<file path="src/hdl/dual_lcd_display_ram_writer_assert.svh">
// ---------------------------------------------------------------------------
// dual lcd display ram writer assertion macros
// shared concurrent assertion forms, clocked on clk_i, off during reset
// ---------------------------------------------------------------------------
`ifndef DUAL_LCD_DISPLAY_RAM_WRITER_ASSERT_SVH
`define DUAL_LCD_DISPLAY_RAM_WRITER_ASSERT_SVH

// condition holds at every edge
`define DLCD_ASSERT_ALWAYS(lbl, cond) \
  lbl: assert property (@(posedge clk_i) disable iff (!rst_ni) (cond)) \
    else $error("dlcd assertion failed");

// consequent holds in the same cycle
`define DLCD_ASSERT_IMPL(lbl, ante, cons) \
  lbl: assert property (@(posedge clk_i) disable iff (!rst_ni) (ante) |-> (cons)) \
    else $error("dlcd assertion failed");

// consequent holds in the next cycle
`define DLCD_ASSERT_NEXT(lbl, ante, cons) \
  lbl: assert property (@(posedge clk_i) disable iff (!rst_ni) (ante) |=> (cons)) \
    else $error("dlcd assertion failed");

`endif

</file>
<file path="src/hdl/dlcd_pkg.sv">
`timescale 1ns / 1ps
// ---------------------------------------------------------------------------
// dlcd_pkg
// geometry, codes and item types shared by the display ram writer
// ---------------------------------------------------------------------------
package dlcd_pkg;

  localparam int WIDTH = 240;
  localparam int HALF  = 120;
  localparam int PAGES = 12;

  localparam int DEPTH  = WIDTH * PAGES;
  localparam int ADDR_W = $clog2(DEPTH);

  localparam int LCOL_W = 7;
  localparam int RCOL_W = 8;
  localparam int COL_W  = 8;
  localparam int PAGE_W = 4;
  localparam int BYTE_W = 8;

  localparam logic [3:0] SET_PAGE_CODE = 4'hB;

  localparam logic CMD_INSTR  = 1'b0;
  localparam logic CMD_DATA   = 1'b1;
  localparam logic CHIP_LEFT  = 1'b0;
  localparam logic CHIP_RIGHT = 1'b1;

  localparam int QDEPTH = 2;
  localparam int QPTR_W = $clog2(QDEPTH);
  localparam int QCNT_W = $clog2(QDEPTH + 1);

  localparam int OUT_BITS    = COL_W + PAGE_W + BYTE_W;
  localparam int OUT_TDATA_W = ((OUT_BITS + 7) / 8) * 8;

  typedef struct packed {
    logic [ADDR_W-1:0] addr;
    logic [COL_W-1:0]  column;
    logic [PAGE_W-1:0] page;
    logic [BYTE_W-1:0] pixels;
  } op_t;

  typedef struct packed {
    logic [BYTE_W-1:0] pixels;
    logic [PAGE_W-1:0] page;
    logic [COL_W-1:0]  column;
  } result_t;

endpackage

</file>
<file path="src/hdl/dlcd_front.sv">
`timescale 1ns / 1ps
// ---------------------------------------------------------------------------
// dlcd_front
// accepts bus writes, tracks page and column per chip, queues ram writes
// ---------------------------------------------------------------------------
`include "dual_lcd_display_ram_writer_assert.svh"

module dlcd_front (
  input  logic            clk_i,
  input  logic            rst_ni,
  input  logic            s_valid_i,
  output logic            s_ready_o,
  input  logic            chip_i,
  input  logic            cmd_i,
  input  logic [dlcd_pkg::BYTE_W-1:0] bus_byte_i,
  input  logic            clearing_i,
  input  logic            q_full_i,
  output logic            push_o,
  output dlcd_pkg::op_t   op_o
);

  logic [dlcd_pkg::LCOL_W-1:0] left_col_q, left_col_d;
  logic [dlcd_pkg::RCOL_W-1:0] right_col_q, right_col_d;
  logic [dlcd_pkg::PAGE_W-1:0] left_page_q, left_page_d;
  logic [dlcd_pkg::PAGE_W-1:0] right_page_q, right_page_d;

  logic                        accept;
  logic                        set_page;
  logic                        in_range;
  logic [dlcd_pkg::COL_W-1:0]  cur_col;
  logic [dlcd_pkg::COL_W-1:0]  limit;
  logic [dlcd_pkg::PAGE_W-1:0] cur_page;

  assign s_ready_o = !clearing_i && !q_full_i;
  assign accept    = s_valid_i && s_ready_o;
  assign set_page  = (cmd_i == dlcd_pkg::CMD_INSTR) &&
                     (bus_byte_i[7:4] == dlcd_pkg::SET_PAGE_CODE);

  assign cur_col  = (chip_i == dlcd_pkg::CHIP_RIGHT) ? right_col_q
                                                     : dlcd_pkg::COL_W'(left_col_q);
  assign cur_page = (chip_i == dlcd_pkg::CHIP_RIGHT) ? right_page_q : left_page_q;
  assign limit    = (chip_i == dlcd_pkg::CHIP_RIGHT) ? dlcd_pkg::COL_W'(dlcd_pkg::WIDTH)
                                                     : dlcd_pkg::COL_W'(dlcd_pkg::HALF);

  assign in_range = (cur_col < limit) && (cur_col < dlcd_pkg::COL_W'(dlcd_pkg::WIDTH)) &&
                    ({1'b0, cur_page} < (dlcd_pkg::PAGE_W + 1)'(dlcd_pkg::PAGES));

  assign push_o = accept && (cmd_i == dlcd_pkg::CMD_DATA) && in_range;

  assign op_o.addr   = dlcd_pkg::ADDR_W'(cur_col) * dlcd_pkg::ADDR_W'(dlcd_pkg::PAGES)
                       + dlcd_pkg::ADDR_W'(cur_page);
  assign op_o.column = cur_col;
  assign op_o.page   = cur_page;
  assign op_o.pixels = bus_byte_i;

  always_comb begin
    left_col_d   = left_col_q;
    right_col_d  = right_col_q;
    left_page_d  = left_page_q;
    right_page_d = right_page_q;
    if (accept && set_page) begin
      if (chip_i == dlcd_pkg::CHIP_RIGHT) begin
        right_page_d = bus_byte_i[3:0];
        right_col_d  = dlcd_pkg::RCOL_W'(dlcd_pkg::HALF);
      end else begin
        left_page_d = bus_byte_i[3:0];
        left_col_d  = '0;
      end
    end else if (push_o) begin
      if (chip_i == dlcd_pkg::CHIP_RIGHT) begin
        right_col_d = right_col_q + 1'b1;
      end else begin
        left_col_d = left_col_q + 1'b1;
      end
    end
  end

  always_ff @(posedge clk_i or negedge rst_ni) begin
    if (!rst_ni) begin
      left_col_q   <= '0;
      right_col_q  <= dlcd_pkg::RCOL_W'(dlcd_pkg::HALF);
      left_page_q  <= '0;
      right_page_q <= '0;
    end else begin
      left_col_q   <= left_col_d;
      right_col_q  <= right_col_d;
      left_page_q  <= left_page_d;
      right_page_q <= right_page_d;
    end
  end

  `DLCD_ASSERT_ALWAYS(a_left_col_in_half, left_col_q <= dlcd_pkg::LCOL_W'(dlcd_pkg::HALF))
  `DLCD_ASSERT_ALWAYS(a_right_col_in_half, right_col_q >= dlcd_pkg::RCOL_W'(dlcd_pkg::HALF))

endmodule

</file>
<file path="config.mk">
export PLATFORM = sky130hd
export DESIGN_NAME = dlcd_front
export DESIGN_NICKNAME = d
export VERILOG_FILES = /design/src/hdl/dlcd_pkg.sv /design/src/hdl/dlcd_front.sv
export VERILOG_INCLUDE_DIRS = /design/src /design/src/hdl
export SDC_FILE = /design/constraint.sdc
export NUM_CORES = 1
export LEC_CHECK = 0
export ABC_CLOCK_PERIOD_IN_PS = 5940
export BUFFER_PORTS_ARGS = -buffer_cell sky130_fd_sc_hd__buf_2
export CORE_ASPECT_RATIO = 1.25
export CORE_MARGIN = 4
export CORE_UTILIZATION = 30
export DETAILED_ROUTE_END_ITERATION = 10
export GPL_TIMING_DRIVEN = 0
export PLACE_DENSITY = 0.53
export SLEW_MARGIN = 20
export SYNTH_ARGS = -nofsm -noshare
export SYNTH_HDL_FRONTEND = slang
export SYNTH_SLANG_ARGS = --single-unit
</file>
<file path="constraint.sdc">
create_clock -name clk_i -period 5.94 [get_ports clk_i]
set_input_delay 0 -clock clk_i [delete_from_list [all_inputs] [get_ports clk_i]]
set_output_delay 0 -clock clk_i [all_outputs]
set_load 0.02 [all_outputs]
</file>
---- Yosys cells after proc, flatten, opt, wreduce, memory -nomap -nowiden ----
Index checks and enable logic that the tools add are counted.
operators by class
  add/subtract/negate cells ............... 3
  $mul .................................... 1
  divide/modulo/power cells ............... 0
  order comparisons ....................... 3
  equality and inequality tests ........... 5
  shift operators ......................... 0
  multiplexer cells ....................... 11
  bitwise operators ....................... 2
  reduce and logical (&&, ||, !) cells .... 15
operators by type and width
  kind                                                                  count
  8-bit 2-to-1 mux                                                      6
  7-bit 2-to-1 mux                                                      4
  12-bit by 4-bit adder with 12-bit output                              1
  8-bit by 2-bit multiplier with 10-bit output (second input constant)  1
  8-bit by 1-bit adder with 8-bit output (second input constant)        1
  1-bit logical AND                                                     8
  8-bit < comparator                                                    1
  8-bit < comparator (second input constant)                            1
  2-bit inequality test (second input constant)                         4
  7-bit by 1-bit adder with 7-bit output (second input constant)        1
  3-bit AND reduction                                                   2
  4-bit == test (second input constant)                                 1
  4-bit < comparator (second input constant)                            1
  4-bit 2-to-1 mux                                                      1
  2-bit AND reduction                                                   2
  1-bit zero test                                                       2
  1-bit inverter                                                        2
  2-bit nonzero test                                                    1
storage, ports and cells
  flip-flop bits (word level) ............. 23
  bits in latches ......................... 0
  RAM bits ................................ 0
  memory bits (read-only) ................. 0
  bits of input ports ..................... 15
  output and inout port bits .............. 34
  word-level logic and storage cells ...... 44
  memories kept ........................... 0

---- Longest topological paths before layout ----
  depth in word-level cells ............... 7
  mapped depth ............................ 11
  depth with buffers taken out ............ 9

---- Least setup slack after synthesis ----
OpenSTA, ideal clock, no wires.
  kind .................................... input-to-output
  start ................................... in chip_i
  end ..................................... out op_o[31] (netlist name)
  data arrival time ....................... 3.011 ns
  data required time ...................... 5.940 ns
  setup slack ............................. 2.929 ns
  stages on the path ...................... 10
  path buffers ............................ 2
  path through ............................ buf_6 > clkbuf_1 > mux2_2 > ha_1 > fa_1 > a211oi_1 > nor3b_1 > nor4_2 > nand3_1 > o311ai_1
RTL lines
  element             RTL line          RTL
  start: declaration  dlcd_front.sv:13  input logic chip_i,
  end: declaration    dlcd_front.sv:19  output dlcd_pkg::op_t op_o

==> impl_results.md <==
* Status: completed
* Post-CTS Setup Inserts at 0
* GRT Total Usage at roughly an eighth
* Chip height at between 90 and 100 um
* Top_reg_cell synth: dfrtp_1
* # rows at 32
* Die X at ~80 um
* Post-synth ARST share at 100%
* Hold_sp: s_valid_i
* Reg2Reg Setup Slack at approximately 3.5 ns
* Hold path depth at 4
* First-pass iteration count of the detailed router at 4
* RSZ-0062 raised after global routing: no
* Via/cell ratio at roughly 4.9
* Initial Util at around 31%
* Worst setup EP type: output pin
* Max-Cap Viols at 0
* Hold endpoint: right_col_q[1]$_DFFE_PN0P_
* Final Hold Vio Count at 0
* Clock Pin Slew Worst Setup and Hold Paths at 0.08 ns
* Pwr per Cell Area at 245 nW/um^2
* Post-synthesis net count at about 240
* Clock buffer count from CTS at 3
* Number of synthesized flops with an enable pin at 0
* Startpoint types: input pin
* Antenna violations before repair at 0
* N_diodes at 0
* Period utilisation layout at approximately three fifths
* Nets@finish at ~300
* Worst Reg2Reg Path Length in Cells at 8
* Max IR drop VDD at a little over 100 uV
* Max Fclk at slightly below 300 MHz
* Bufs on Longest Clock Path at 2
* Cell Chain, Critical Path: buf_2, buf_6, clkbuf_1, mux2_2, ha_1, fa_1, a211oi_1, nor3b_1, nor4_2, nand3_1, o311ai_1, o311ai_1, buf_2
* Sinks on Clock Net at 23
* TritonCTS clock tree: yes
* CP max stage cell: clkbuf_1
* Largest net degree at the start of global routing at 24
* Clock Tree Root: clkbuf_8
* Worst path max stage delay at between 0.4 and 0.5 ns
* #FFs+latches synth at 23
* Area of the die at between 7000 and 8000 um^2
* I/O Buffers at 48
* Mapped Cells at approximately 210
* Total grt overflow at 0
* First-pass GRT wire length at between 8000 and 9000 um
* Clk Latency, worst-skew pair at 0.26 ns
* Detailed Route WL at approximately 4800 um
* Routed wire length per instance at 13.4 um
* Core Region at 6210 um^2
* ANT nets after route at 0
* H-tree Lvls at 1
* Hold WS at 0.221 ns
* Fin Setup TNS at 0 ns
* Sequential-to-total area share from yosys stat at 30.0%
* CP required at between 5 and 6 ns
* Count of final setup violators at 0
* Worst Clk Skew at 0.00265 ns
* Reg2Reg Launch Point: left_col_q[6]$_DFFE_PN0P_
* Slew @ Worst Pin at 0.681 ns
* CP max FO at 10
* Mean post-synth cell area at about 9.1 um^2
* Worst EP arrival at approximately 3.5 ns
* Slew Limit Fails at 0
* Most frequent cells in the layout: 49 x buf_2, 19 x nor2_1, 19 x dfrtp_1
* Total number of vias at between 1,500 and 2,000
* Kind of critical path: in -> out
* HPWL after DPL at roughly 3700 um
* Layout area overhead at 22.9%
* Hold Path Class: in -> reg
* Most common cell after layout, fill and taps aside: buf_2
* Vias in the first global route at ~1,700
* Min cycle time layout at roughly 3.5 ns
* Synth cell types at 51
* DRT iter0 DRCs at 80
* Yosys warnings at 0
* RePlAce Congestion at 0.806
* Max-slew headroom at 54.3%
* Leakage at roughly 1.2 nW
* R2R Path End: right_col_q[4]$_DFFE_PN1P_
* Mapped cell area at just under 2000 um^2
* IO Pins at 49
* DRC at 0
* Share of cells above drive strength 1 at between 30% and 40%
-- critical path, delay by kind of cell --
kind | cells | cell delay, ns
buffers and inverters | 4 | 0.91
AO/OA/AOI/OAI | 3 | 0.76
AND/OR/NAND/NOR | 3 | 0.67
adder cells (fa/ha/maj) | 2 | 0.65
multiplexers | 1 | 0.46
-- metal layers --
metal  share of wire [%]  vias up  GRT usage [%]
met2                  49       48           22.0
met1                  44      809           16.6
li1                    -      869              -
met5                   0        -              0
met3                 4.9        8           1.48
met4                 2.0        0           4.81
-- cell families after synthesis --
kind of cell / share of synthesized area (%)
flip-flops: 30.0
XOR/XNOR: 6.80
adder cells (fa/ha/maj): 9.84
multiplexers: 9.26
AO/OA/AOI/OAI: 13.8
AND/OR/NAND/NOR: 23.6
buffers and inverters: 6.67
-- area by class of cell --
cell class	count	area, um^2
multi-input combinational	167	1220
fill	643	3830
clock inverter	1	5.00
clock buffer	3	41.3
inverter	8	30.0
buffer	14	98.8
tap	85	106
timing repair buffer	53	290
sequential	23	581
-- power by group --
group | internal [mW] | leakage (nW) | switching (mW)
registers | 0.175 | 0.289 | 0.0190
clock network | 0.0469 | 0.0255 | 0.0520
logic | 0.115 | 0.840 | 0.174
-- worst max path at each step --
| stage | depth (start not counted) | slack (ns) | end | start |
|---|---|---|---|---|
| final | 13 | 2.48 | op_o[31] | chip_i |
| after detailed placement | 13 | 2.50 | op_o[31] | chip_i |
| after floorplan | 10 | 2.93 | op_o[31] | chip_i |
| after CTS | 13 | 2.46 | op_o[31] | chip_i |
| after global placement | 13 | 2.47 | op_o[31] | chip_i |
| after global routing | 13 | 2.13 | op_o[31] | chip_i |
-- metrics by stage --
step	worst slack, ns	power [mW]	area [um^2]	std cells	util (%)
3_3_place_gp	2.47	0.484	2280	345	36.7
5_1_grt	2.13	0.633	2380	354	38.3
6_report	2.48	0.581	2380	354	38.3
3_5_place_dp	2.50	0.485	2280	345	36.7
4_1_cts	2.46	0.590	2380	354	38.3
2_1_floorplan	2.93	0.407	1930	212	-
-- state kept, by name (all words and copies together), names as in the netlist --
signal        cells
right_page_q      4
right_col_q       8
left_col_q        7
left_page_q       4
-- timing repair --
item,4_1_cts,5_1_grt
endpoints found under the hold margin,27,0
endpoints found under the setup margin,0,0
resized for setup,0,0
hold buffers,5,0
-- Yosys cell counts, drive strengths merged, types with 3 or more instances --
cell type | count | area, um^2
nor2 | 20 | 77.6
nand2 | 16 | 60.1
nor3 | 5 | 30.0
dfstp | 4 | 105
and3 | 6 | 37.5
a21oi | 6 | 30.0
dfrtp | 19 | 475
nor4 | 5 | 37.5
buf | 12 | 91.3
mux2 | 15 | 169
o21ai | 14 | 81.3
xor2 | 9 | 78.8
inv | 8 | 30.0
nand4 | 3 | 18.8
xnor2 | 6 | 52.6
a211oi | 3 | 27.5
nand3 | 9 | 57.6
ha | 12 | 150
and2 | 5 | 31.3
(Power assumes the default switching activity.)
