===== src/hdl/dual_lcd_display_ram_writer_assert.svh =====
// ---------------------------------------------------------------------------
// dual lcd display ram writer assertion macros
// shared concurrent assertion forms, clocked on clk_i, off during reset
// ---------------------------------------------------------------------------
`ifndef DUAL_LCD_DISPLAY_RAM_WRITER_ASSERT_SVH
`define DUAL_LCD_DISPLAY_RAM_WRITER_ASSERT_SVH

// condition holds at every edge
`define DLCD_ASSERT_ALWAYS(lbl, cond) \
  lbl: assert property (@(posedge clk_i) disable iff (!rst_ni) (cond)) \
    else $error("dlcd assertion failed");

// consequent holds in the same cycle
`define DLCD_ASSERT_IMPL(lbl, ante, cons) \
  lbl: assert property (@(posedge clk_i) disable iff (!rst_ni) (ante) |-> (cons)) \
    else $error("dlcd assertion failed");

// consequent holds in the next cycle
`define DLCD_ASSERT_NEXT(lbl, ante, cons) \
  lbl: assert property (@(posedge clk_i) disable iff (!rst_ni) (ante) |=> (cons)) \
    else $error("dlcd assertion failed");

`endif


===== src/hdl/dlcd_pkg.sv =====
`timescale 1ns / 1ps
// ---------------------------------------------------------------------------
// dlcd_pkg
// geometry, codes and item types shared by the display ram writer
// ---------------------------------------------------------------------------
package dlcd_pkg;

  localparam int WIDTH = 240;
  localparam int HALF  = 120;
  localparam int PAGES = 12;

  localparam int DEPTH  = WIDTH * PAGES;
  localparam int ADDR_W = $clog2(DEPTH);

  localparam int LCOL_W = 7;
  localparam int RCOL_W = 8;
  localparam int COL_W  = 8;
  localparam int PAGE_W = 4;
  localparam int BYTE_W = 8;

  localparam logic [3:0] SET_PAGE_CODE = 4'hB;

  localparam logic CMD_INSTR  = 1'b0;
  localparam logic CMD_DATA   = 1'b1;
  localparam logic CHIP_LEFT  = 1'b0;
  localparam logic CHIP_RIGHT = 1'b1;

  localparam int QDEPTH = 2;
  localparam int QPTR_W = $clog2(QDEPTH);
  localparam int QCNT_W = $clog2(QDEPTH + 1);

  localparam int OUT_BITS    = COL_W + PAGE_W + BYTE_W;
  localparam int OUT_TDATA_W = ((OUT_BITS + 7) / 8) * 8;

  typedef struct packed {
    logic [ADDR_W-1:0] addr;
    logic [COL_W-1:0]  column;
    logic [PAGE_W-1:0] page;
    logic [BYTE_W-1:0] pixels;
  } op_t;

  typedef struct packed {
    logic [BYTE_W-1:0] pixels;
    logic [PAGE_W-1:0] page;
    logic [COL_W-1:0]  column;
  } result_t;

endpackage


===== src/hdl/dlcd_fifo.sv =====
`timescale 1ns / 1ps
// ---------------------------------------------------------------------------
// dlcd_fifo
// short queue of pending ram writes between front and back
// ---------------------------------------------------------------------------
`include "dual_lcd_display_ram_writer_assert.svh"

module dlcd_fifo (
  input  logic          clk_i,
  input  logic          rst_ni,
  input  logic          push_i,
  input  dlcd_pkg::op_t op_i,
  output logic          full_o,
  input  logic          pop_i,
  output dlcd_pkg::op_t op_o,
  output logic          empty_o
);

  dlcd_pkg::op_t entries_q [dlcd_pkg::QDEPTH];

  logic [dlcd_pkg::QPTR_W-1:0] wr_ptr_q, wr_ptr_d;
  logic [dlcd_pkg::QPTR_W-1:0] rd_ptr_q, rd_ptr_d;
  logic [dlcd_pkg::QCNT_W-1:0] count_q, count_d;

  assign full_o  = (count_q == dlcd_pkg::QCNT_W'(dlcd_pkg::QDEPTH));
  assign empty_o = (count_q == '0);
  assign op_o    = entries_q[rd_ptr_q];

  always_comb begin
    wr_ptr_d = wr_ptr_q;
    rd_ptr_d = rd_ptr_q;
    count_d  = count_q;
    if (push_i) begin
      wr_ptr_d = (wr_ptr_q == dlcd_pkg::QPTR_W'(dlcd_pkg::QDEPTH - 1)) ? '0 : wr_ptr_q + 1'b1;
    end
    if (pop_i) begin
      rd_ptr_d = (rd_ptr_q == dlcd_pkg::QPTR_W'(dlcd_pkg::QDEPTH - 1)) ? '0 : rd_ptr_q + 1'b1;
    end
    if (push_i && !pop_i) begin
      count_d = count_q + 1'b1;
    end else if (pop_i && !push_i) begin
      count_d = count_q - 1'b1;
    end
  end

  always_ff @(posedge clk_i or negedge rst_ni) begin
    if (!rst_ni) begin
      wr_ptr_q <= '0;
      rd_ptr_q <= '0;
      count_q  <= '0;
    end else begin
      wr_ptr_q <= wr_ptr_d;
      rd_ptr_q <= rd_ptr_d;
      count_q  <= count_d;
    end
  end

  always_ff @(posedge clk_i) begin
    if (push_i) begin
      entries_q[wr_ptr_q] <= op_i;
    end
  end

  `DLCD_ASSERT_ALWAYS(a_count_bound, count_q <= dlcd_pkg::QCNT_W'(dlcd_pkg::QDEPTH))

endmodule


===== config.mk =====
export PLATFORM = sky130hd
export DESIGN_NAME = dlcd_fifo
export DESIGN_NICKNAME = d
export VERILOG_FILES = /design/src/hdl/dlcd_pkg.sv /design/src/hdl/dlcd_fifo.sv
export VERILOG_INCLUDE_DIRS = /design/src /design/src/hdl
export SDC_FILE = /design/constraint.sdc
export NUM_CORES = 1
export LEC_CHECK = 0
export BUFFER_PORTS_ARGS = -buffer_cell sky130_fd_sc_hd__buf_2
export CAP_MARGIN = 10
export CORE_UTILIZATION = 56
export CTS_CLUSTER_DIAMETER = 200
export CTS_CLUSTER_SIZE = 14
export DETAILED_ROUTE_END_ITERATION = 16
export PLACE_DENSITY = 0.84
export SYNTH_ARGS = -nofsm -noshare
export SYNTH_HDL_FRONTEND = slang
export SYNTH_SLANG_ARGS = --single-unit

===== constraint.sdc =====
create_clock -name clk_i -period 7.5 [get_ports clk_i]
set_clock_uncertainty 0.2 [all_clocks]
set_input_delay 0.375 -clock clk_i [delete_from_list [all_inputs] [get_ports clk_i]]
set_output_delay 0.375 -clock clk_i [all_outputs]
set_load 0.1 [all_outputs]

Yosys cells after proc, flatten, opt, wreduce, memory -nomap -nowiden

Memory sizes are Yosys's and may differ from the RTL's.
Index checks and enable logic that the tools add are counted.

Multiplexer cells: 6
$add $sub $neg: 4
Equal/unequal tests: 1
Reduce and logical (&&, ||, !) cells: 6

Operators by type and width:

| operator                                          | number |
|---|---|
| 2-to-1 mux 1 bit                                  | 4 |
| 2-to-1 mux 2 bit                                  | 2 |
| adder 1 bit (second input constant)               | 2 |
| adder 2 x 1 -> 2 bit (second input constant)      | 1 |
| == test 2 bit (second input constant)             | 1 |
| logical AND 1 bit                                 | 2 |
| zero test 1 bit                                   | 2 |
| zero test 2 bit                                   | 1 |
| nonzero test 2 bit                                | 1 |
| subtractor 2 x 1 -> 2 bit (second input constant) | 1 |

Memories kept: 1
Memory bits (writable): 64
Bits of input ports: 36
Bits in registers: 4

Memories:

| memory    | depth | width | read ports | clocked after memory_dff | wr ports | RTL line        | RTL |
|---|---|---|---|---|---|---|---|
| entries_q | 2     | 32    | 1          | 0                        | 1        | dlcd_fifo.sv:19 | `dlcd_pkg::op_t entries_q [dlcd_pkg::QDEPTH];` |

Depth between registers and ports, before layout

Gate-level depths: netlist of run 1.

Depth after elaboration: 4
Mapped depth: 5
Mapped depth without buffers: 5

Worst setup path after synthesis of run 1

OpenSTA, ideal clock, no wires.

Kind: register to register
Start: reg wr_ptr_q
End: mem entries_q[0][0] (netlist bit) (enable)
Path slack: 5033 ps
Setup time: 425 ps
Arrival: 1842 ps
Data required time: 6875 ps
Stages on the path, launching flop included: 2
Period minus slack after synthesis: 2467 ps
Cell sequence: dfrtp_1 nor2b_1

RTL lines:

| item                     | RTL line        | RTL |
|---|---|---|
| start: declaration       | dlcd_fifo.sv:21 | `logic [dlcd_pkg::QPTR_W-1:0] wr_ptr_q, wr_ptr_d;` |
| start signal: assignment | dlcd_fifo.sv:52 | `wr_ptr_q <= wr_ptr_d;` |
| end: declaration         | dlcd_fifo.sv:19 |  |

No word-level cell before the write port.

==> results of run 1 <==
==> registers in the layout, indices dropped and copies added (netlist names) <==
register and flops:
wr_ptr_q 1, count_q 2, rd_ptr_q 1, entries_q 64
==> cells in the mapped netlist <==
| master | number | area [µm²] |
|---|---|---|
| sky130_fd_sc_hd__xnor2_1 | 1 | 8.76 |
| sky130_fd_sc_hd__nor2b_1 | 2 | 12.5 |
| sky130_fd_sc_hd__inv_1 | 1 | 3.75 |
| sky130_fd_sc_hd__and2_1 | 1 | 6.26 |
| sky130_fd_sc_hd__ha_1 | 1 | 12.5 |
| sky130_fd_sc_hd__dfrtp_1 | 4 | 100 |
| sky130_fd_sc_hd__nor2_1 | 2 | 7.51 |
| sky130_fd_sc_hd__mux2_2 | 3 | 33.8 |
| sky130_fd_sc_hd__buf_6 | 1 | 11.3 |
| sky130_fd_sc_hd__xor2_1 | 4 | 35.0 |
| sky130_fd_sc_hd__mux2_4 | 29 | 435 |
| sky130_fd_sc_hd__buf_12 | 3 | 60.1 |
| sky130_fd_sc_hd__edfxtp_1 | 64 | 1920 |
==> metal layers <==
metal / vias to the layer above / share of wire (%) / wire length (µm)
met5: - / 0 / 0
met4: 0 / 1.8 / 72
met3: 7 / 4.6 / 188
met2: 42 / 53 / 2180
met1: 622 / 40 / 1660
li1: 608 / - / -
==> cells by family (layout without fill, tap and decap cells) <==
logic type / count (synthesis) / after routing
DFF: 68 / 68
xor gates and xnor gates: 5 / 5
adders and majority gates: 1 / 1
muxes: 32 / 32
and+or+nand+nor: 5 / 5
buffers and inverters: 5 / 88
==> worst max path at each step <==
| stage | startpoint | end | slack, ns |
|---|---|---|---|
| global placement | rd_ptr_q$_DFFE_PN0P_ | op_o[16] | 5.22 |
| floorplan | wr_ptr_q$_DFFE_PN0P_ | entries_q[0][0]$_DFFE_PP_ | 5.03 |
| CTS | rd_ptr_q$_DFFE_PN0P_ | op_o[17] | 4.79 |
| global route | rd_ptr_q$_DFFE_PN0P_ | op_o[11] | 4.73 |
| finish | rd_ptr_q$_DFFE_PN0P_ | op_o[17] | 4.84 |
| detailed placement | rd_ptr_q$_DFFE_PN0P_ | op_o[17] | 5.15 |
==> critical path: stages, from the launching register on <==
cell and delay (ns):
sky130_fd_sc_hd__dfrtp_2 1.03, sky130_fd_sc_hd__mux2_4 0.30, sky130_fd_sc_hd__buf_2 0.42
==> per-stage QoR <==
| stage | hold slack (ns) | utilization, % |
|---|---|---|
| after floorplan | -0.121 | - |
| after global placement | -0.0203 | 67.6 |
| after detailed placement | -0.0131 | 67.6 |
| after CTS | 0.0157 | 72.4 |
| after global routing | 0.00796 | 72.4 |
| final | 0.0300 | 72.4 |
==> cell type report <==
class,instances,share of cell area [%]
clock inverters,7,2.53
clock buffers,9,3.85
multi-input cells,43,17.4
well taps,52,2.02
repair buffers,71,11.3
inverters,1,0.117
flip-flops and latches,68,62.8
==> repair_timing <==
action	CTS	global route
hold endpoints to repair	4	0
hold buffers	1	0
buffers inserted	0	0
setup endpoints to repair	0	0
==> run summary, run 1 <==
============================================================================================
Outcome ....................................................................... complete, but fails checks
Failing checks ................................................................          DRC
Remaining antenna violation count after routing ...............................            0
Summed instance area of the synthesized netlist ...............................     2650 µm²
H-tree depth ..................................................................            3
Met2 usage in global routing ..................................................        30.7%
Portion of the clock cycle consumed by the worst path in the final layout .....        35.5%
Area growth from synthesis to final layout ....................................        21.5%
Post-synthesis average cell area ..............................................     22.8 µm²
Number of instances on the worst hold path ....................................            1
Resized cells post-CTS ........................................................            0
Proportion of layout cells with a drive suffix above 1 ........................        58.8%
Endpoint of the worst hold-timing path ........................................ entries_q[0][25]$_DFFE_PP_
Antenna diodes ................................................................            0
XOR/XNOR Fraction of Synth Area ...............................................        1.65%
Post-Place Setup Slack ........................................................      5.15 ns
Number of antenna violations at the first check in global routing .............            0
Cell count after synthesis ....................................................          116
Port bufs .....................................................................           69
Combined flip-flop and latch cell area ........................................     2020 µm²
Number of rows created at floorplan ...........................................           24
Sink Count ....................................................................           68
Maximum clock frequency .......................................................      376 MHz
Clock buffer count from CTS ...................................................            9
First-pass GRT wire length ....................................................      6420 µm
Grt met3 use ..................................................................        5.13%
Clk Latency, worst-skew pair ..................................................      0.33 ns
Area of all placed cells without fillers ......................................     3220 µm²
Most frequent cells in the layout ............................................. sky130_fd_sc_hd__buf_2, sky130_fd_sc_hd__edfxtp_1, sky130_fd_sc_hd__mux2_4
RePlAce Congestion ............................................................        0.642
Placed insts ..................................................................          234
Capturing point of the worst reg2reg path ..................................... entries_q[1][12]$_DFFE_PP_
Detail-routed net length per standard cell ....................................      16.3 µm
Iteration count of the initial detailed-routing pass ..........................           14
Chip height ...................................................................      70.8 µm
Min Clock Period, post-route ..................................................      2.66 ns
Violation count after the first detailed-routing iteration ....................           89
Global routing met1 resource utilization ......................................        20.7%
Compound-Gate Fraction of Synth Area ..........................................           0%
Origin of the critical flop-to-flop path ...................................... wr_ptr_q$_DFFE_PN0P_
Total number of nets in the final design ......................................          231
Count of vias placed by the detailed router ...................................         1279
Sequential element share of the synthesized area ..............................        76.3%
Flip-flop and latch count after synthesis .....................................           68
Vias in the first global route ................................................         1355
Area enclosed by the die boundary .............................................     5010 µm²
Number of cell instances on the worst register-to-register path ...............            2
CTS Root Cell ................................................................. sky130_fd_sc_hd__clkbuf_8
Slew at the pin closest to its max-slew limit .................................     0.995 ns
Tightest slew margin relative to the limit ....................................        33.7%
Net count after synthesis .....................................................          153
Setup repair after global routing missed its margin ...........................           no
Number of buffers between clock root and the deepest sink .....................            2
Smallest setup slack after layout .............................................      4.84 ns
Global routing's busiest layer ................................................         met2
CP Max Fanout .................................................................           33
Count of endpoints failing hold in the final timing report ....................            0
Multiplexer fraction of the synthesized cell area .............................        17.7%
Pin count of the biggest net entering global routing ..........................           34
Origin of the worst min-delay path ............................................     op_i[25]
DRC ...........................................................................            2
Final setup viols .............................................................            0
Total of max-cap violations ...................................................            0
Endpoint arrival time on the critical path ....................................      2.09 ns
Clock-pin transition on the worst setup and hold timing paths .................      0.07 ns
Total Neg Setup Slack .........................................................         0 ns
Basic-gate share of the synthesized area counting and, or, nand and nor cells .       0.992%
Overflow after GRT ............................................................            0
Slew Viols, Final .............................................................            0
GRT Resource Usage Total ......................................................        18.1%
Count of unique library cells instantiated by Yosys ...........................           13
Starting utilization of the core area .........................................        59.6%
Register-to-register setup slack ..............................................      5.55 ns
Kind of end point of the critical path ........................................  output port
Share of synthesized cell area in full adder, half adder and majority cells ...       0.472%
Core area .....................................................................     4440 µm²
Total number of yosys warnings ................................................            0
Most common cell after layout, fill and taps aside ............................ sky130_fd_sc_hd__buf_2
Area post-placement ...........................................................     3000 µm²
Number of filler instances in the final layout ................................          289
Top-level I/O count ...........................................................           70
TritonCTS clock tree ..........................................................         done
Layout Cells excl Fill ........................................................          251
HP Class ...................................................................... input pin to register
Category of the worst setup path launch point .................................     register
Routed wire length ............................................................      4100 µm
Critical path required time ...................................................      6.92 ns
Classification of the worst setup path ........................................ register to output port
Horiz. Die Dim ................................................................      70.8 µm
Multi-input combinational cell area ...........................................      559 µm²
Via/cell ratio ................................................................         5.10
Dominant combinational cell family by area after synthesis .................... multiplexers
============================================================================================
Power of run 1 is left out: the tool's default activity adds up to more than one toggle a clock period on the data nets, which glitch-free logic cannot reach.
==> run 2: changes to the inputs <==
Settings changed: ABC_AREA set to 1, CORE_UTILIZATION 56 to 47, PLACE_DENSITY 0.84 to 0.75.
Clock period 7.5 ns to 2.35 ns, I/O delays scaled along.
==> run summary, run 2 <==
========================================================================================
Top cells by area, synth .................................................. sky130_fd_sc_hd__edfxtp_1, sky130_fd_sc_hd__mux2_4, sky130_fd_sc_hd__dfrtp_1
Biggest register ..........................................................    entries_q
Total of max-cap violations ...............................................            0
Number of cell instances on the worst register-to-register path ...........            2
Origin of the critical flop-to-flop path .................................. wr_ptr_q$_DFFE_PN0P_
GRT Resource Usage Total ..................................................        15.9%
Sink Count ................................................................           68
CTS Root Cell ............................................................. sky130_fd_sc_hd__clkbuf_8
Total number of nets in the final design ..................................          279
HP Class .................................................................. register to register
CP max stage cell ......................................................... sky130_fd_sc_hd__dfrtp_2
Final setup viols .........................................................            0
Count of vias placed by the detailed router ...............................         1460
Detail-routed net length per standard cell ................................      13.6 µm
First-pass GRT wire length ................................................      6960 µm
Clock buffer count from CTS ...............................................            9
Origin of the worst min-delay path ........................................ count_q[1]$_DFFE_PN0P_
Number of buffers between clock root and the deepest sink .................            2
Max incr delay on CP ......................................................      0.57 ns
Total number of yosys warnings ............................................            0
DRC .......................................................................            0
WP buf/inv ................................................................            2
Antenna diodes ............................................................            0
Async set-or-reset flop fraction in the synthesized netlist ...............        5.88%
Top-level I/O count .......................................................           70
Slew Viols, Final .........................................................            0
Summed instance area of the synthesized netlist ...........................     2670 µm²
Most common cell after layout, fill and taps aside ........................ sky130_fd_sc_hd__buf_2
Register-to-register setup slack ..........................................      0.78 ns
Setup repair after global routing missed its margin .......................           no
Net count after synthesis .................................................          162
Number of flip-flops in the largest register ..............................           64
Fraction of post-synthesis cell area in the top cell type by area .........        72.0%
Flip-flop and latch count after synthesis .................................           68
Number of enable flip-flop cells after synthesis ..........................           64
Count of endpoints failing hold in the final timing report ................            0
RePlAce Congestion ........................................................        0.755
CP Cell Sequence .......................................................... buf_12, mux2_4, buf_2
Count of unique library cells instantiated by Yosys .......................           14
Critical path required time ...............................................      2.03 ns
Outcome ................................................................... finished clean
Area enclosed by the die boundary .........................................     5980 µm²
Endpoint arrival time on the critical path ................................      1.77 ns
Post-Route Utilization ....................................................        67.1%
Core area .................................................................     5470 µm²
Area growth from synthesis to final layout ................................        37.5%
Pin count of the biggest net entering global routing ......................           21
Prevailing post-synth register cell ....................................... sky130_fd_sc_hd__edfxtp_1
Total Neg Setup Slack .....................................................         0 ns
H-tree depth ..............................................................            3
Cell type group with the largest total delay on the critical path .........   flip-flops
Overflow after GRT ........................................................            0
Vias in the first global route ............................................         1528
Slew at the pin closest to its max-slew limit .............................     0.500 ns
Via/cell ratio ............................................................         4.58
Clock-pin transition on the worst setup and hold timing paths .............      0.07 ns
Top Registers ............................................................. entries_q: 64 flops, count_q: 2 flops
Endpoint of the worst hold-timing path .................................... count_q[1]$_DFFE_PN0P_
TritonCTS clock tree ......................................................         done
Chip height ...............................................................      77.4 µm
Tightest slew margin relative to the limit ................................        66.9%
Routed wire length ........................................................      4330 µm
Remaining antenna violation count after routing ...........................            0
Clk Latency, worst-skew pair ..............................................      0.32 ns
Number of antenna violations at the first check in global routing .........            0
Largest area contributor in the synthesized netlist ....................... sky130_fd_sc_hd__edfxtp_1
Category of the worst setup path launch point .............................     register
Cell count after synthesis ................................................          125
Number of instances on the worst hold path ................................            2
Maximum clock frequency ...................................................      478 MHz
Path length in cells of the critical path .................................            3
Estimated wirelength of the detail-placed design ..........................      2690 µm
Cell with the most instances after synthesis .............................. sky130_fd_sc_hd__edfxtp_1
Portion of the clock cycle consumed by the worst path in the final layout .        89.0%
Most frequent cells after synthesis ....................................... sky130_fd_sc_hd__edfxtp_1, sky130_fd_sc_hd__mux2_4, sky130_fd_sc_hd__inv_1
Horiz. Die Dim ............................................................      77.4 µm
Number of rows created at floorplan .......................................           27
Min Clock Period, post-route ..............................................      2.09 ns
Iteration count of the initial detailed-routing pass ......................            4
Sequential element share of the synthesized area ..........................        75.8%
Port bufs .................................................................           69
Post-synthesis average cell area ..........................................     21.4 µm²
Starting utilization of the core area .....................................        48.8%
Post-CTS setup buffer count ...............................................            0
Number of filler instances in the final layout ............................          397
Proportion of layout cells with a drive suffix above 1 ....................        49.0%
Violation count after the first detailed-routing iteration ................           63
Classification of the worst setup path .................................... register to output port
CP Max Fanout .............................................................           20
Most frequent cells in the layout ......................................... sky130_fd_sc_hd__buf_2, sky130_fd_sc_hd__edfxtp_1, sky130_fd_sc_hd__dlygate4sd3_1
Capturing point of the worst reg2reg path ................................. entries_q[0][5]$_DFFE_PP_
Kind of end point of the critical path ....................................  output port
========================================================================================
==> run 2: worst reg2reg max path, stage by stage (launching register included) <==
cell and delay, ns:
sky130_fd_sc_hd__dfrtp_1 0.43, sky130_fd_sc_hd__nor2_4 0.41, sky130_fd_sc_hd__buf_12 0.23
==> run 2: stage by stage <==
stage	setup WS (ns)	instances	hold WS, ns	instance area [µm²]
2_1_floorplan	0.351	125	-0.378	2670
3_3_place_gp	0.611	267	-0.274	3100
3_5_place_dp	0.596	267	-0.267	3100
4_1_cts	0.243	319	0.293	3670
5_1_grt	0.197	319	0.306	3670
6_report	0.258	319	0.302	3670
==> run 2: layout make-up <==
cell class / count / area, µm² / area share (%)
Timing Repair Buffer: 110 / 768 / 20.9
Sequential cell: 68 / 2020 / 55.1
Clock buffer: 9 / 124 / 3.38
Multi-Input combinational cell: 46 / 557 / 15.2
Inverter: 7 / 26.3 / 0.716
Tap cell: 72 / 90.1 / 2.45
Clock inverter: 7 / 81.3 / 2.22
==> run 2: worst max-delay path by stage <==
stage                                      start  endpoint
after CTS                   rd_ptr_q$_DFFE_PN0P_   op_o[8]
final                       rd_ptr_q$_DFFE_PN0P_  op_o[27]
after global routing        rd_ptr_q$_DFFE_PN0P_  op_o[27]
after global placement      rd_ptr_q$_DFFE_PN0P_   op_o[8]
after detailed placement    rd_ptr_q$_DFFE_PN0P_   op_o[8]
after floorplan           count_q[0]$_DFFE_PN0P_   empty_o
==> run 2: metal layers <==
metal | global-route usage (%) | wire (µm) | up-vias
li1 | - | - | 705
met1 | 17.7 | 1750 | 713
met2 | 27.1 | 2320 | 34
met3 | 5.18 | 195 | 8
met4 | 8.30 | 63 | 0
met5 | 0 | 0 | -
==> run 2: repair_timing <==
item	4_1_cts	5_1_grt
resized for setup	0	0
hold endpoints to repair	71	0
hold buffers	36	0
==> run 2: cell families after synthesis <==
kind of cell / Yosys count / synth area share (%)
flip-flops: 68 / 75.8
AND/OR/NAND/NOR: 10 / 1.55
XOR/XNOR: 3 / 0.985
multiplexers: 32 / 17.6
buffers and inverters: 11 / 3.66
adder cells (fa/ha/maj): 1 / 0.469
Power of run 2 is left out for the same reason.
==> run 3: changes to the inputs <==
Settings changed: ABC_AREA 1 to unset.
==> run summary, run 3 (synthesis gave the netlist of run 1 again) <==
========================================================================================
Number of filler instances in the final layout ............................          376
TritonCTS clock tree ......................................................         done
Placed insts ..............................................................          256
RePlAce Congestion ........................................................        0.686
HP Class .................................................................. register to register
CP max stage cell ......................................................... sky130_fd_sc_hd__mux2_2
Portion of the clock cycle consumed by the worst path in the final layout .        86.0%
Total of max-cap violations ...............................................            0
Via/cell ratio ............................................................         4.65
Classification of the worst setup path .................................... register to output port
CP Max Fanout .............................................................           21
DRC .......................................................................            0
Top Registers ............................................................. entries_q: 64 flops, count_q: 2 flops
Kind of end point of the critical path ....................................  output port
Count of vias placed by the detailed router ...............................         1428
Starting utilization of the core area .....................................        50.3%
Number of buffers between clock root and the deepest sink .................            2
Detail-routed net length per standard cell ................................      15.0 µm
Max incr delay on CP ......................................................      0.39 ns
Min Clock Period, post-route ..............................................      2.02 ns
Slew at the pin closest to its max-slew limit .............................     0.501 ns
Endpoint arrival time on the critical path ................................      1.70 ns
Top-level I/O count .......................................................           70
Wire length on met1 .......................................................      1840 µm
Uppermost metal layer occupied by signal nets .............................         met4
Violation count after the first detailed-routing iteration ................           83
Total Neg Setup Slack .....................................................         0 ns
Number of cell instances on the worst register-to-register path ...........            2
WP buf/inv ................................................................            2
Proportion of layout cells with a drive suffix above 1 ....................        49.4%
Met2 WL ...................................................................      2460 µm
Critical path required time ...............................................      2.03 ns
Slew Viols, Final .........................................................            0
Pin count of the biggest net entering global routing ......................           33
Remaining antenna violation count after routing ...........................            0
Routed wire length ........................................................      4610 µm
Resized cells post-CTS ....................................................            0
Overflow after GRT ........................................................            0
Layout Cells excl Fill ....................................................          307
Port bufs .................................................................           69
Number of flip-flops in the largest register ..............................           64
Most frequent cells in the layout ......................................... sky130_fd_sc_hd__buf_2, sky130_fd_sc_hd__edfxtp_1, sky130_fd_sc_hd__dlygate4sd3_1
Clock buffer count from CTS ...............................................            9
Outcome ................................................................... finished clean
Clock-pin transition on the worst setup and hold timing paths .............      0.06 ns
First-pass GRT wire length ................................................      7230 µm
Most common cell after layout, fill and taps aside ........................ sky130_fd_sc_hd__buf_2
Path length in cells of the critical path .................................            3
Core area .................................................................     5270 µm²
Maximum clock frequency ...................................................      495 MHz
Quantity of hold-fixing buffers added after cts ...........................           36
Iteration count of the initial detailed-routing pass ......................            4
Combined flip-flop and latch cell area ....................................     2020 µm²
Count of endpoints failing hold in the final timing report ................            0
CP Cell Sequence .......................................................... buf_4, mux2_2, buf_2
Tightest slew margin relative to the limit ................................        66.8%
Antenna diodes ............................................................            0
Sink Count ................................................................           68
H-tree depth ..............................................................            3
Chip height ...............................................................      77.1 µm
Final setup viols .........................................................            0
Category of the worst setup path launch point .............................     register
Total number of nets in the final design ..................................          270
GRT Resource Usage Total ..................................................        16.9%
Horiz. Die Dim ............................................................      77.1 µm
CTS Root Cell ............................................................. sky130_fd_sc_hd__clkbuf_8
Clk Latency, worst-skew pair ..............................................      0.32 ns
Number of antenna violations at the first check in global routing .........            0
Setup repair after global routing missed its margin .......................           no
Number of instances on the worst hold path ................................            1
Area enclosed by the die boundary .........................................     5940 µm²
Multi-input combinational cell area .......................................      559 µm²
Number of rows created at floorplan .......................................           26
Detailed route wirelength on metal3 .......................................       257 µm
Biggest register ..........................................................    entries_q
Vias in the first global route ............................................         1589
Cell type group with the largest total delay on the critical path ......... buffers and inverters
Post-CTS setup buffer count ...............................................            0
Area growth from synthesis to final layout ................................        34.5%
========================================================================================
## run 3: final cells by class
class                      instances  area share, %
multi-input combinational         43           15.7
inverter                           1          0.105
timing repair buffer             110           20.9
sequential                        68           56.8
clock buffer                      14           4.00
clock inverter                     1          0.105
tap                               70           2.46
## run 3: per-stage QoR
stage / utilization, % / setup slack [ns] / instance area (µm²) / hold WS, ns
4_1_cts: 67.6 / 0.293 / 3560 / 0.294
2_1_floorplan: - / 0.279 / 2650 / -0.378
3_3_place_gp: 58.0 / 0.693 / 3060 / -0.274
5_1_grt: 67.6 / 0.261 / 3560 / 0.305
6_report: 67.6 / 0.328 / 3560 / 0.306
3_5_place_dp: 58.0 / 0.654 / 3060 / -0.266
## run 3: final timing paths
kind / startpoint / end / slack, ns
setup / recovery: rd_ptr_q$_DFFE_PN0P_ / op_o[11] / 0.33
hold / removal: count_q[1]$_DFFE_PN0P_ / count_q[1]$_DFFE_PN0P_ / 0.31
setup reg to reg: wr_ptr_q$_DFFE_PN0P_ / entries_q[0][26]$_DFFE_PP_ / 0.86
hold reg to reg: count_q[1]$_DFFE_PN0P_ / count_q[1]$_DFFE_PN0P_ / 0.31
max in group asynchronous: rst_ni / rd_ptr_q$_DFFE_PN0P_ / 1.24
min in group asynchronous: rst_ni / wr_ptr_q$_DFFE_PN0P_ / 0.51
## run 3: layer usage
metal  GRT usage [%]  up-vias
met1            17.4      696
met3            6.67        7
li1                -      680
met2            30.1       45
met5               0        -
met4            7.74        0
Power of run 3 is left out for the same reason.
